`src/csp_pkg.sv`:
```
// Shared types and constants for the textured wall column span block.
// Depends on nothing; every other file of the block imports it.
package csp_pkg;

  // Screen and fixed-point geometry.
  localparam int unsigned SCREEN_HEIGHT = 1024;
  localparam int unsigned HALF_W        = 17;
  localparam logic [HALF_W-1:0] HALF_SCREEN = HALF_W'(SCREEN_HEIGHT / 2);

  localparam int unsigned ROW_W    = 12;
  localparam int unsigned TROWS_W  = 13;
  localparam int unsigned HEIGHT_W = 16;
  localparam int unsigned FRAC_W   = 16;
  localparam int unsigned STEP_W   = 29;
  localparam int unsigned POS_W    = 46;
  localparam int unsigned MAG_W    = 16;
  localparam int unsigned ADDR_W   = 32;
  localparam int unsigned PITCH_W  = 16;
  localparam int unsigned BPT_W    = 4;
  localparam int unsigned CNT_W    = 5;

  localparam int unsigned DIV_STEPS = STEP_W;
  localparam int unsigned MUL_STEPS = MAG_W;

  localparam logic [TROWS_W-1:0] MAX_TROWS = TROWS_W'(4096);

  // Configuration port.
  localparam int unsigned CFG_INDEX_W = 2;
  localparam int unsigned CFG_DATA_W  = 16;
  localparam logic [CFG_INDEX_W-1:0] CFG_ROW_PITCH       = CFG_INDEX_W'(0);
  localparam logic [CFG_INDEX_W-1:0] CFG_BYTES_PER_TEXEL = CFG_INDEX_W'(1);
  localparam logic [PITCH_W-1:0] ROW_PITCH_RESET = PITCH_W'(256);
  localparam logic [BPT_W-1:0]   BPT_RESET       = BPT_W'(4);

  // Input item kinds.
  localparam logic KIND_COLUMN = 1'b0;
  localparam logic KIND_PIXEL  = 1'b1;

  typedef struct packed {
    logic                kind;
    logic [ROW_W-1:0]    column_x;
    logic [ROW_W-1:0]    span_top;
    logic [ROW_W-1:0]    span_bottom;
    logic [HEIGHT_W-1:0] wall_height;
    logic [TROWS_W-1:0]  texture_rows;
    logic [ROW_W-1:0]    texture_column;
    logic [ADDR_W-1:0]   texture_base;
    logic                wall_side;
  } csp_in_t;

  typedef struct packed {
    logic [ROW_W-1:0]  pixel_x;
    logic [ROW_W-1:0]  pixel_y;
    logic [ADDR_W-1:0] texel_address;
    logic              darken;
    logic              last_pixel;
  } csp_out_t;

  // Request to the divide/multiply unit for one column.
  typedef struct packed {
    logic [TROWS_W-1:0]  rows;
    logic [HEIGHT_W-1:0] height;
    logic [MAG_W-1:0]    mag;
    logic                neg;
  } csp_arith_req_t;

  // Request to the texel address stage for one pixel.
  typedef struct packed {
    logic [POS_W-1:0]   position;
    logic [TROWS_W-1:0] rows;
    logic [ROW_W-1:0]   column;
    logic [ADDR_W-1:0]  base;
  } csp_texel_req_t;

  typedef enum logic [1:0] {
    ST_IDLE,
    ST_COLUMN,
    ST_EMIT
  } csp_state_t;

  typedef enum logic [2:0] {
    AR_IDLE,
    AR_DIV,
    AR_MUL,
    AR_NEG,
    AR_DONE
  } csp_arith_phase_t;

endpackage

```
`src/textured_wall_column_span.sv`:
```
// Top level of the textured wall column span block: sequencer, span state,
// configuration registers and output register.
// Depends on csp_pkg, csp_div_mul and csp_texel_addr.
//
//   channel  signals                          payload
//   in       in_valid / in_ready              in_item (csp_in_t)
//   out      out_valid / out_ready            out_item (csp_out_t)
//   cfg      cfg_valid / cfg_ready            cfg_index, cfg_data
//
// For a column item the step is found by a 29-step restoring
// division and the start position by a 16-step shift-add multiply, both on
// the one shared adder of csp_div_mul, followed by a negate and a handoff step.
// For a pixel item the row clamp and column offset are registered, then the address
// add goes into the output register; a pixel item with no active span is dropped.
// A held output item only delays the address add. Synchronous reset
// returns the span to inactive and the registers to pitch 256, texel size 4.
module textured_wall_column_span (
  input  logic                                clk,
  input  logic                                rst,
  input  logic                                in_valid,
  output logic                                in_ready,
  input  csp_pkg::csp_in_t                    in_item,
  output logic                                out_valid,
  input  logic                                out_ready,
  output csp_pkg::csp_out_t                   out_item,
  input  logic                                cfg_valid,
  output logic                                cfg_ready,
  input  logic [csp_pkg::CFG_INDEX_W-1:0]     cfg_index,
  input  logic [csp_pkg::CFG_DATA_W-1:0]      cfg_data
);
  import csp_pkg::*;

  csp_state_t state, state_next;

  logic [PITCH_W-1:0]  row_pitch_bytes;
  logic [BPT_W-1:0]    bytes_per_texel;

  logic                span_active;
  logic [ROW_W-1:0]    current_row;
  logic [ROW_W-1:0]    end_row;
  logic [STEP_W-1:0]   step_size;
  logic [POS_W-1:0]    texture_position;
  logic [ROW_W-1:0]    saved_column;
  logic [ADDR_W-1:0]   saved_base;
  logic [ROW_W-1:0]    saved_tex_column;
  logic [TROWS_W-1:0]  saved_rows;
  logic                saved_side;

  logic [ROW_W-1:0]    pend_y;
  logic                pend_last;

  logic                take_in, take_column, take_pixel, out_free;
  logic [HEIGHT_W-1:0] height_sat;
  logic [TROWS_W-1:0]  rows_sat;
  logic [HALF_W-1:0]   centre_sum;
  csp_arith_req_t      arith_req;
  logic                arith_done;
  logic [STEP_W-1:0]   arith_step;
  logic [POS_W-1:0]    arith_pos;
  csp_texel_req_t      texel_req;
  logic [ADDR_W-1:0]   texel_address;
  logic                is_last;

  assign take_in     = in_valid & in_ready;
  assign take_column = take_in & (in_item.kind == KIND_COLUMN);
  assign take_pixel  = take_in & (in_item.kind == KIND_PIXEL) & span_active;
  assign out_free    = ~out_valid | out_ready;
  assign cfg_ready   = 1'b1;
  assign is_last     = (current_row == end_row);

  // Column setup: saturate height and rows, split the centre offset into sign
  // and magnitude for the multiply.
  always_comb begin
    height_sat = (in_item.wall_height == '0) ? HEIGHT_W'(1) : in_item.wall_height;
    if (in_item.texture_rows == '0) begin
      rows_sat = TROWS_W'(1);
    end else if (in_item.texture_rows > MAX_TROWS) begin
      rows_sat = MAX_TROWS;
    end else begin
      rows_sat = in_item.texture_rows;
    end
    centre_sum       = HALF_W'(in_item.span_top) + HALF_W'(height_sat[HEIGHT_W-1:1]);
    arith_req.rows   = rows_sat;
    arith_req.height = height_sat;
    arith_req.neg    = (centre_sum < HALF_SCREEN);
    if (centre_sum < HALF_SCREEN) begin
      arith_req.mag = MAG_W'(HALF_SCREEN - centre_sum);
    end else begin
      arith_req.mag = MAG_W'(centre_sum - HALF_SCREEN);
    end
  end

  csp_div_mul u_div_mul (
    .clk       (clk),
    .rst       (rst),
    .start     (take_column),
    .req       (arith_req),
    .done      (arith_done),
    .step_size (arith_step),
    .position  (arith_pos)
  );

  assign texel_req.position = texture_position;
  assign texel_req.rows     = saved_rows;
  assign texel_req.column   = saved_tex_column;
  assign texel_req.base     = saved_base;

  csp_texel_addr u_texel_addr (
    .clk             (clk),
    .load            (take_pixel),
    .req             (texel_req),
    .row_pitch_bytes (row_pitch_bytes),
    .bytes_per_texel (bytes_per_texel),
    .texel_address   (texel_address)
  );

  // Next state.
  always_comb begin
    state_next = state;
    unique case (state)
      ST_IDLE: begin
        if (take_column) begin
          state_next = ST_COLUMN;
        end else if (take_pixel) begin
          state_next = ST_EMIT;
        end
      end
      ST_COLUMN: if (arith_done) state_next = ST_IDLE;
      ST_EMIT:   if (out_free) state_next = ST_IDLE;
      default:   state_next = ST_IDLE;
    endcase
  end

  // Handshake outputs of the sequencer.
  always_comb begin
    in_ready = 1'b0;
    unique case (state)
      ST_IDLE: in_ready = 1'b1;
      default: in_ready = 1'b0;
    endcase
  end

  always_ff @(posedge clk) begin
    if (rst) begin
      state <= ST_IDLE;
    end else begin
      state <= state_next;
    end
  end

  // Configuration registers.
  always_ff @(posedge clk) begin
    if (rst) begin
      row_pitch_bytes <= ROW_PITCH_RESET;
      bytes_per_texel <= BPT_RESET;
    end else if (cfg_valid) begin
      unique case (cfg_index)
        CFG_ROW_PITCH:       row_pitch_bytes <= cfg_data;
        CFG_BYTES_PER_TEXEL: bytes_per_texel <= cfg_data[BPT_W-1:0];
        default: ;
      endcase
    end
  end

  // Span state: loaded by a column item, walked by pixel items.
  always_ff @(posedge clk) begin
    if (rst) begin
      span_active      <= 1'b0;
      current_row      <= '0;
      end_row          <= '0;
      step_size        <= '0;
      texture_position <= '0;
    end else begin
      if (take_column) begin
        current_row <= in_item.span_top;
        end_row     <= in_item.span_bottom;
        span_active <= (in_item.span_top <= in_item.span_bottom);
      end else if (take_pixel) begin
        texture_position <= texture_position + POS_W'(step_size);
        if (is_last) begin
          span_active <= 1'b0;
        end else begin
          current_row <= current_row + ROW_W'(1);
        end
      end
      if (state == ST_COLUMN && arith_done) begin
        step_size        <= arith_step;
        texture_position <= arith_pos;
      end
    end
  end

  // Texture selection and the row of the pixel under way.
  always_ff @(posedge clk) begin
    if (take_column) begin
      saved_column     <= in_item.column_x;
      saved_base       <= in_item.texture_base;
      saved_tex_column <= in_item.texture_column;
      saved_rows       <= rows_sat;
      saved_side       <= in_item.wall_side;
    end
    if (take_pixel) begin
      pend_y    <= current_row;
      pend_last <= is_last;
    end
  end

  // Output register.
  always_ff @(posedge clk) begin
    if (rst) begin
      out_valid <= 1'b0;
    end else if (state == ST_EMIT && out_free) begin
      out_valid <= 1'b1;
    end else if (out_ready) begin
      out_valid <= 1'b0;
    end
  end

  always_ff @(posedge clk) begin
    if (state == ST_EMIT && out_free) begin
      out_item.pixel_x       <= saved_column;
      out_item.pixel_y       <= pend_y;
      out_item.texel_address <= texel_address;
      out_item.darken        <= saved_side;
      out_item.last_pixel    <= pend_last;
    end
  end

endmodule

```
`src/csp_div_mul.sv`:
```
// Iterative divide and multiply unit around one shared 46-bit adder.
// Computes the Q13.16 step and the signed start position of a column.
// Depends on csp_pkg.
module csp_div_mul (
  input  logic                            clk,
  input  logic                            rst,
  input  logic                            start,
  input  csp_pkg::csp_arith_req_t         req,
  output logic                            done,
  output logic [csp_pkg::STEP_W-1:0]      step_size,
  output logic [csp_pkg::POS_W-1:0]       position
);
  import csp_pkg::*;

  csp_arith_phase_t phase, phase_next;

  logic [CNT_W-1:0]    count;
  logic [HEIGHT_W-1:0] rem;
  logic [STEP_W-1:0]   quo;
  logic [HEIGHT_W-1:0] divisor;
  logic [MAG_W-1:0]    mult;
  logic [POS_W-1:0]    mcand;
  logic [POS_W-1:0]    acc;
  logic                neg;

  logic [POS_W-1:0]    add_a, add_b, add_sum;
  logic                add_sub;
  logic [HEIGHT_W:0]   rem_shift;
  logic                ge;
  logic [STEP_W-1:0]   quo_shift;
  logic                div_last, mul_last;

  // Shared adder: a + b or a - b.
  assign add_sum = add_a + (add_sub ? ~add_b : add_b) + POS_W'(add_sub);

  assign rem_shift = {rem, quo[STEP_W-1]};
  assign ge        = ~add_sum[POS_W-1];
  assign quo_shift = {quo[STEP_W-2:0], ge};
  assign div_last  = (count == CNT_W'(DIV_STEPS - 1));
  assign mul_last  = (count == CNT_W'(MUL_STEPS - 1));

  // Next phase.
  always_comb begin
    phase_next = phase;
    unique case (phase)
      AR_IDLE: if (start) phase_next = AR_DIV;
      AR_DIV:  if (div_last) phase_next = AR_MUL;
      AR_MUL:  if (mul_last) phase_next = AR_NEG;
      AR_NEG:  phase_next = AR_DONE;
      AR_DONE: phase_next = AR_IDLE;
      default: phase_next = AR_IDLE;
    endcase
  end

  // Adder operands and status for each phase.
  always_comb begin
    add_a   = '0;
    add_b   = '0;
    add_sub = 1'b0;
    done    = 1'b0;
    unique case (phase)
      AR_DIV: begin
        add_a   = POS_W'(rem_shift);
        add_b   = POS_W'(divisor);
        add_sub = 1'b1;
      end
      AR_MUL: begin
        add_a = acc;
        add_b = mult[0] ? mcand : '0;
      end
      AR_NEG: begin
        add_b   = acc;
        add_sub = 1'b1;
      end
      AR_DONE: done = 1'b1;
      default: ;
    endcase
  end

  always_ff @(posedge clk) begin
    if (rst) begin
      phase <= AR_IDLE;
    end else begin
      phase <= phase_next;
    end
  end

  // Datapath registers, one step per cycle.
  always_ff @(posedge clk) begin
    case (phase)
      AR_IDLE: begin
        if (start) begin
          quo     <= {req.rows, FRAC_W'(0)};
          rem     <= '0;
          divisor <= req.height;
          mult    <= req.mag;
          neg     <= req.neg;
          count   <= '0;
        end
      end
      AR_DIV: begin
        rem   <= ge ? add_sum[HEIGHT_W-1:0] : rem_shift[HEIGHT_W-1:0];
        quo   <= quo_shift;
        count <= div_last ? '0 : count + CNT_W'(1);
        if (div_last) begin
          acc   <= '0;
          mcand <= POS_W'(quo_shift);
        end
      end
      AR_MUL: begin
        acc   <= add_sum;
        mcand <= {mcand[POS_W-2:0], 1'b0};
        mult  <= {1'b0, mult[MAG_W-1:1]};
        count <= count + CNT_W'(1);
      end
      AR_NEG: begin
        if (neg) acc <= add_sum;
      end
      default: ;
    endcase
  end

  assign step_size = quo;
  assign position  = acc;

endmodule

```
`src/csp_texel_addr.sv`:
```
// Texel address stage: clamps the texture row and forms the byte address.
// Registers the row and column offset, then adds base, row offset and column offset.
// Depends on csp_pkg.
module csp_texel_addr (
  input  logic                          clk,
  input  logic                          load,
  input  csp_pkg::csp_texel_req_t       req,
  input  logic [csp_pkg::PITCH_W-1:0]   row_pitch_bytes,
  input  logic [csp_pkg::BPT_W-1:0]     bytes_per_texel,
  output logic [csp_pkg::ADDR_W-1:0]    texel_address
);
  import csp_pkg::*;

  localparam int unsigned WHOLE_W = POS_W - FRAC_W;
  localparam int unsigned ROWP_W  = ROW_W + PITCH_W;
  localparam int unsigned COLP_W  = ROW_W + BPT_W;

  logic [WHOLE_W-1:0] whole;
  logic [TROWS_W-1:0] rows_m1;
  logic [ROW_W-1:0]   trow_calc;

  logic [ROW_W-1:0]   trow;
  logic [COLP_W-1:0]  col_offset;
  logic [ADDR_W-1:0]  base;
  logic [ROWP_W-1:0]  row_offset;

  // Texture row: negative positions give row zero, large ones the last row.
  assign whole   = req.position[POS_W-1:FRAC_W];
  assign rows_m1 = req.rows - TROWS_W'(1);
  always_comb begin
    if (req.position[POS_W-1]) begin
      trow_calc = '0;
    end else if (whole >= WHOLE_W'(req.rows)) begin
      trow_calc = rows_m1[ROW_W-1:0];
    end else begin
      trow_calc = whole[ROW_W-1:0];
    end
  end

  always_ff @(posedge clk) begin
    if (load) begin
      trow       <= trow_calc;
      col_offset <= COLP_W'(req.column) * COLP_W'(bytes_per_texel);
      base       <= req.base;
    end
  end

  // Final address, wrapping at 32 bits.
  assign row_offset    = ROWP_W'(trow) * ROWP_W'(row_pitch_bytes);
  assign texel_address = base + ADDR_W'(row_offset) + ADDR_W'(col_offset);

endmodule
```
`config.mk`:
```
export PLATFORM = sky130hd
export DESIGN_NAME = textured_wall_column_span
export DESIGN_NICKNAME = d
export VERILOG_FILES = /design/src/csp_pkg.sv /design/src/textured_wall_column_span.sv /design/src/csp_div_mul.sv /design/src/csp_texel_addr.sv
export SDC_FILE = /design/constraint.sdc
export NUM_CORES = 2
export LEC_CHECK = 0
export BUFFER_PORTS_ARGS = -buffer_cell sky130_fd_sc_hd__buf_4
export CAP_MARGIN = 0
export CORE_ASPECT_RATIO = 0.7
export CORE_MARGIN = 4
export CORE_UTILIZATION = 55
export CTS_CLUSTER_SIZE = 16
export DETAILED_ROUTE_END_ITERATION = 8
export PLACE_DENSITY = 0.74
export SYNTH_ARGS = -nofsm -noshare
export SYNTH_HDL_FRONTEND = slang
export SYNTH_HIERARCHICAL = 1
export SYNTH_SLANG_ARGS = --single-unit
```
`constraint.sdc`:
```
create_clock -name clk -period 19.1 [get_ports clk]
set_input_delay 2.865 -clock clk [delete_from_list [all_inputs] [get_ports clk]]
set_output_delay 2.865 -clock clk [all_outputs]
set_load 0.02 [all_outputs]
```
==> run_results.csv <==
group,metric,value,unit
grt,grt_pass1_wl,145000,µm
detailed_routing,drcViolationCount,0,
clocking,clockBufferDepth,3,
clocking,cts_hold_buf,0,
power_and_ir_drop,peakVddDrop,103,µV
yosys,ys_ff_latch,502,
clocking,clkSlewWorstSetupHoldPaths,70,ps
clocking,cts_buffers,52,
layout,seqCellArea,13800,µm²
sta,max_freq,148,MHz
setup_path,worstPathRequired,19470,ps
layout,nNetsFinal,4256,
power_and_ir_drop,power_frac_comb,19.7,%
sta,fin_crit_sh,35.4,%
detailed_routing,dr.pass1.iters,6,
setup_path,cpPeakStageDelay,580,ps
detailed_routing,drtIter0Drc,2736,
die,ioPinCount,195,
die,row_count,77,
setup_path,endpoint_kind,"flop",
die,core,63600,µm²
detailed_routing,viasPerCell,5.94,
layout,syn2layout_area_growth,10.8,%
power_and_ir_drop,leakage,16.9,nW
sta,tightestPinTransition,1200,ps
setup_path,start_kind,"flop",
power_and_ir_drop,p_int,2.09,mW
yosys,syn_nets,4168,
job,cap_violations,0,
yosys,seq_area_frac_synth,38.8,%
layout,multiInputGateArea,19800,µm²
placement,place_worst_setup_slack,12480,ps
layout,fin_area,39400,µm²
power_and_ir_drop,power.total,2.93,mW
sta,worst_slack,12340,ps
grt,track_usage,26.4,%
clocking,cts_tree,"yes",
detailed_routing,routedWlPerCell,19.9,µm
sta,finalHoldViolations,0,
sta,fin_setup_tns,0,ps
clocking,post_cts.repair.setup_buffers,0,
layout,fill_cells,5277,
sta,drv_slew,0,
setup_path,cp_data_arrival_time,7130,ps
power_and_ir_drop,power_switching_share,28.7,%
power_and_ir_drop,power_frac_seq,42.8,%
yosys,avgSynthCellArea,9.88,µm²
grt,antenna_found_initial,3,
clocking,post_cts_resized,0,
sta,hold_ws,415,ps
clocking,clk_latency,640,ps
status,status,"finished, final reports clean",
yosys,yosysTopAreaCell,"edfxtp_1",
grt,overflow,0,
placement,globalplace.congestion,0.954,
placement,portBuffers,193,
placement,dp.cells,4463,
yosys,synth_edf_count,376,
clocking,clkSinkCount,502,
setup_path,crit_buf_inv,6,
grt,grt_max_degree,89,
detailed_routing,ant_nets,0,
setup_path,critical_path.cell_chain,"and2_1 -> fa_1 -> inv_1 -> fa_1 -> inv_1 -> fa_1 -> inv_1 -> fa_1 -> inv_1 -> fa_1 -> inv_1 -> fa_1 -> inv_1 -> ha_1 -> and3_1 -> and3_1 -> a211oi_1 -> o21ai_1 -> a31oi_1 -> o21ai_0 -> xor2_1",
yosys,synthArstFlopShare,0,%
yosys,synth_ff_type,"edfxtp_1",
sta,slew_headroom,19.7,%
setup_path,slowest_stage,"edfxtp_1",
placement,place_area,37600,µm²
die,die_w,312,µm
grt,grt_pass1_vias,26022,
power_and_ir_drop,pwr-share-clk,37.5,%
power_and_ir_drop,p_per_area,74.4,nW/µm²
power_and_ir_drop,power_switching,0.842,mW
sta,min_period,6760,ps
yosys,yosysUniqueCellTypes,101,
layout,layout_common_cells,"nand2_1, edfxtp_1, inv_1",
sta,fin_skew,23.3,ps
min_path,min_path_type,"flop to flop",
clocking,cts-htree-levels,2,
die,die_y,221,µm
yosys,synthTopCellsByArea,"edfxtp_1, fa_1, ha_1, dfxtp_1, nand2_1",
setup_path,timing_worst_setup_path_type,"flop to flop",
sta,setup_viol,0,
yosys,syn_area,35600,µm²
detailed_routing,wirelength,90900,µm
sta,rsz0062_at_grt,"false",
yosys,yosysWarningCount,6,
layout,instances_no_fill,4561,
layout,drive_gt1_share,11.2,%
yosys,yosysTopAreaCellShare,31.8,%
detailed_routing,via_count,27077,
yosys,syn_inst,3600,
clocking,clockRootBuffer,"clkbuf_16",
placement,dpl.hpwl,66700,µm
setup_path,cp_top_family,"adder cells",
layout,antenna_cells,0,
layout,final_common_cell,"nand2_1",
die,initial_core_util,55.9,%
layout,fin_util,62.0,%
setup_path,crit_path_max_fanout,16,
die,die-area,68800,µm²
flip-flops by register name, summed over array words and instances, names as in the netlist, 4 cells and up:
signal	cells
step_size	29
saved_tex_column	12
u_div_mul/mult	16
u_div_mul/rem	16
saved_base	32
u_div_mul/divisor	16
row_pitch_bytes	16
u_texel_addr/trow	12
u_div_mul/step_size	29
texture_position	46
u_div_mul/mcand	46
saved_column	12
current_row	12
u_div_mul/position	46
saved_rows	13
pend_y	12
u_texel_addr/col_offset	16
u_div_mul/count	5
end_row	12
u_texel_addr/base	32
out_item	58
bytes_per_texel	4
metal layers:
metal | up-vias | part of all wire, % | GRT usage, %
met5 | - | 0.0077 | 0
met4 | 2 | 1.8 | 5.40
met3 | 106 | 9.5 | 6.18
met2 | 1085 | 40 | 37.3
met1 | 13149 | 48 | 41.1
li1 | 12735 | - | -
power by group through the flow:
stage / Sequential (mW) / Combinational (mW) / Clock [mW]
global placement: 1.28 / 0.554 / 0
global route: 1.26 / 0.645 / 1.17
finish: 1.25 / 0.577 / 1.10
CTS: 1.25 / 0.571 / 1.12
detailed placement: 1.28 / 0.564 / 0
floorplan: 1.26 / 0.420 / 0
synthesized netlist by cell type (16+ instances only):
| cell type | n |
|---|---|
| dfxtp_1 | 126 |
| clkbuf_1 | 151 |
| nor4_1 | 28 |
| and2_1 | 184 |
| a21o_1 | 94 |
| fa_1 | 203 |
| a22oi_1 | 17 |
| a211oi_1 | 52 |
| nand3_1 | 45 |
| mux2i_1 | 32 |
| a22o_1 | 16 |
| a31oi_1 | 29 |
| o21a_1 | 30 |
| o21bai_1 | 18 |
| nor2_1 | 203 |
| o21ai_0 | 90 |
| inv_1 | 328 |
| edfxtp_1 | 376 |
| xnor2_1 | 83 |
| nand2_1 | 472 |
| nor3_1 | 59 |
| ha_1 | 231 |
| a311oi_1 | 21 |
| a21oi_1 | 237 |
| nand4_1 | 39 |
| mux2_2 | 46 |
| and3_1 | 43 |
| xor2_1 | 56 |
| nor2b_1 | 27 |
worst paths after layout:
| kind | slack (ps) | cells past startpoint | from | to |
|---|---|---|---|---|
| min reg2reg | 410 | 0 | saved_column[2] | out_item[48] |
| max | 12340 | 21 | u_texel_addr/trow[2] | out_item[28] |
| min | 410 | 0 | saved_column[2] | out_item[48] |
| max reg2reg | 12340 | 21 | u_texel_addr/trow[2] | out_item[28] |
cell type report:
| type | instances | area share [%] |
|---|---|---|
| clock buffer | 58 | 3.41 |
| timing repair buffer | 218 | 4.15 |
| clock inverter | 40 | 1.28 |
| inverter | 329 | 3.15 |
| tap | 829 | 2.63 |
| multi-input combinational | 2585 | 50.3 |
| sequential | 502 | 35.1 |
cells by family (layout without fill, tap and decap cells):
group	count (synthesis)	in the layout	share of synthesized area, %
AND/OR/NAND/NOR	1195	1195	16.3
buffers and inverters	513	645	5.53
adder cells (fa/ha/maj)	434	434	19.6
multiplexers	79	79	2.39
flip-flops	502	502	38.8
other	1	1	0.0105
AO/OA/AOI/OAI	737	737	14.0
XOR/XNOR	139	139	3.42
Power figures use the tool's default switching activity.
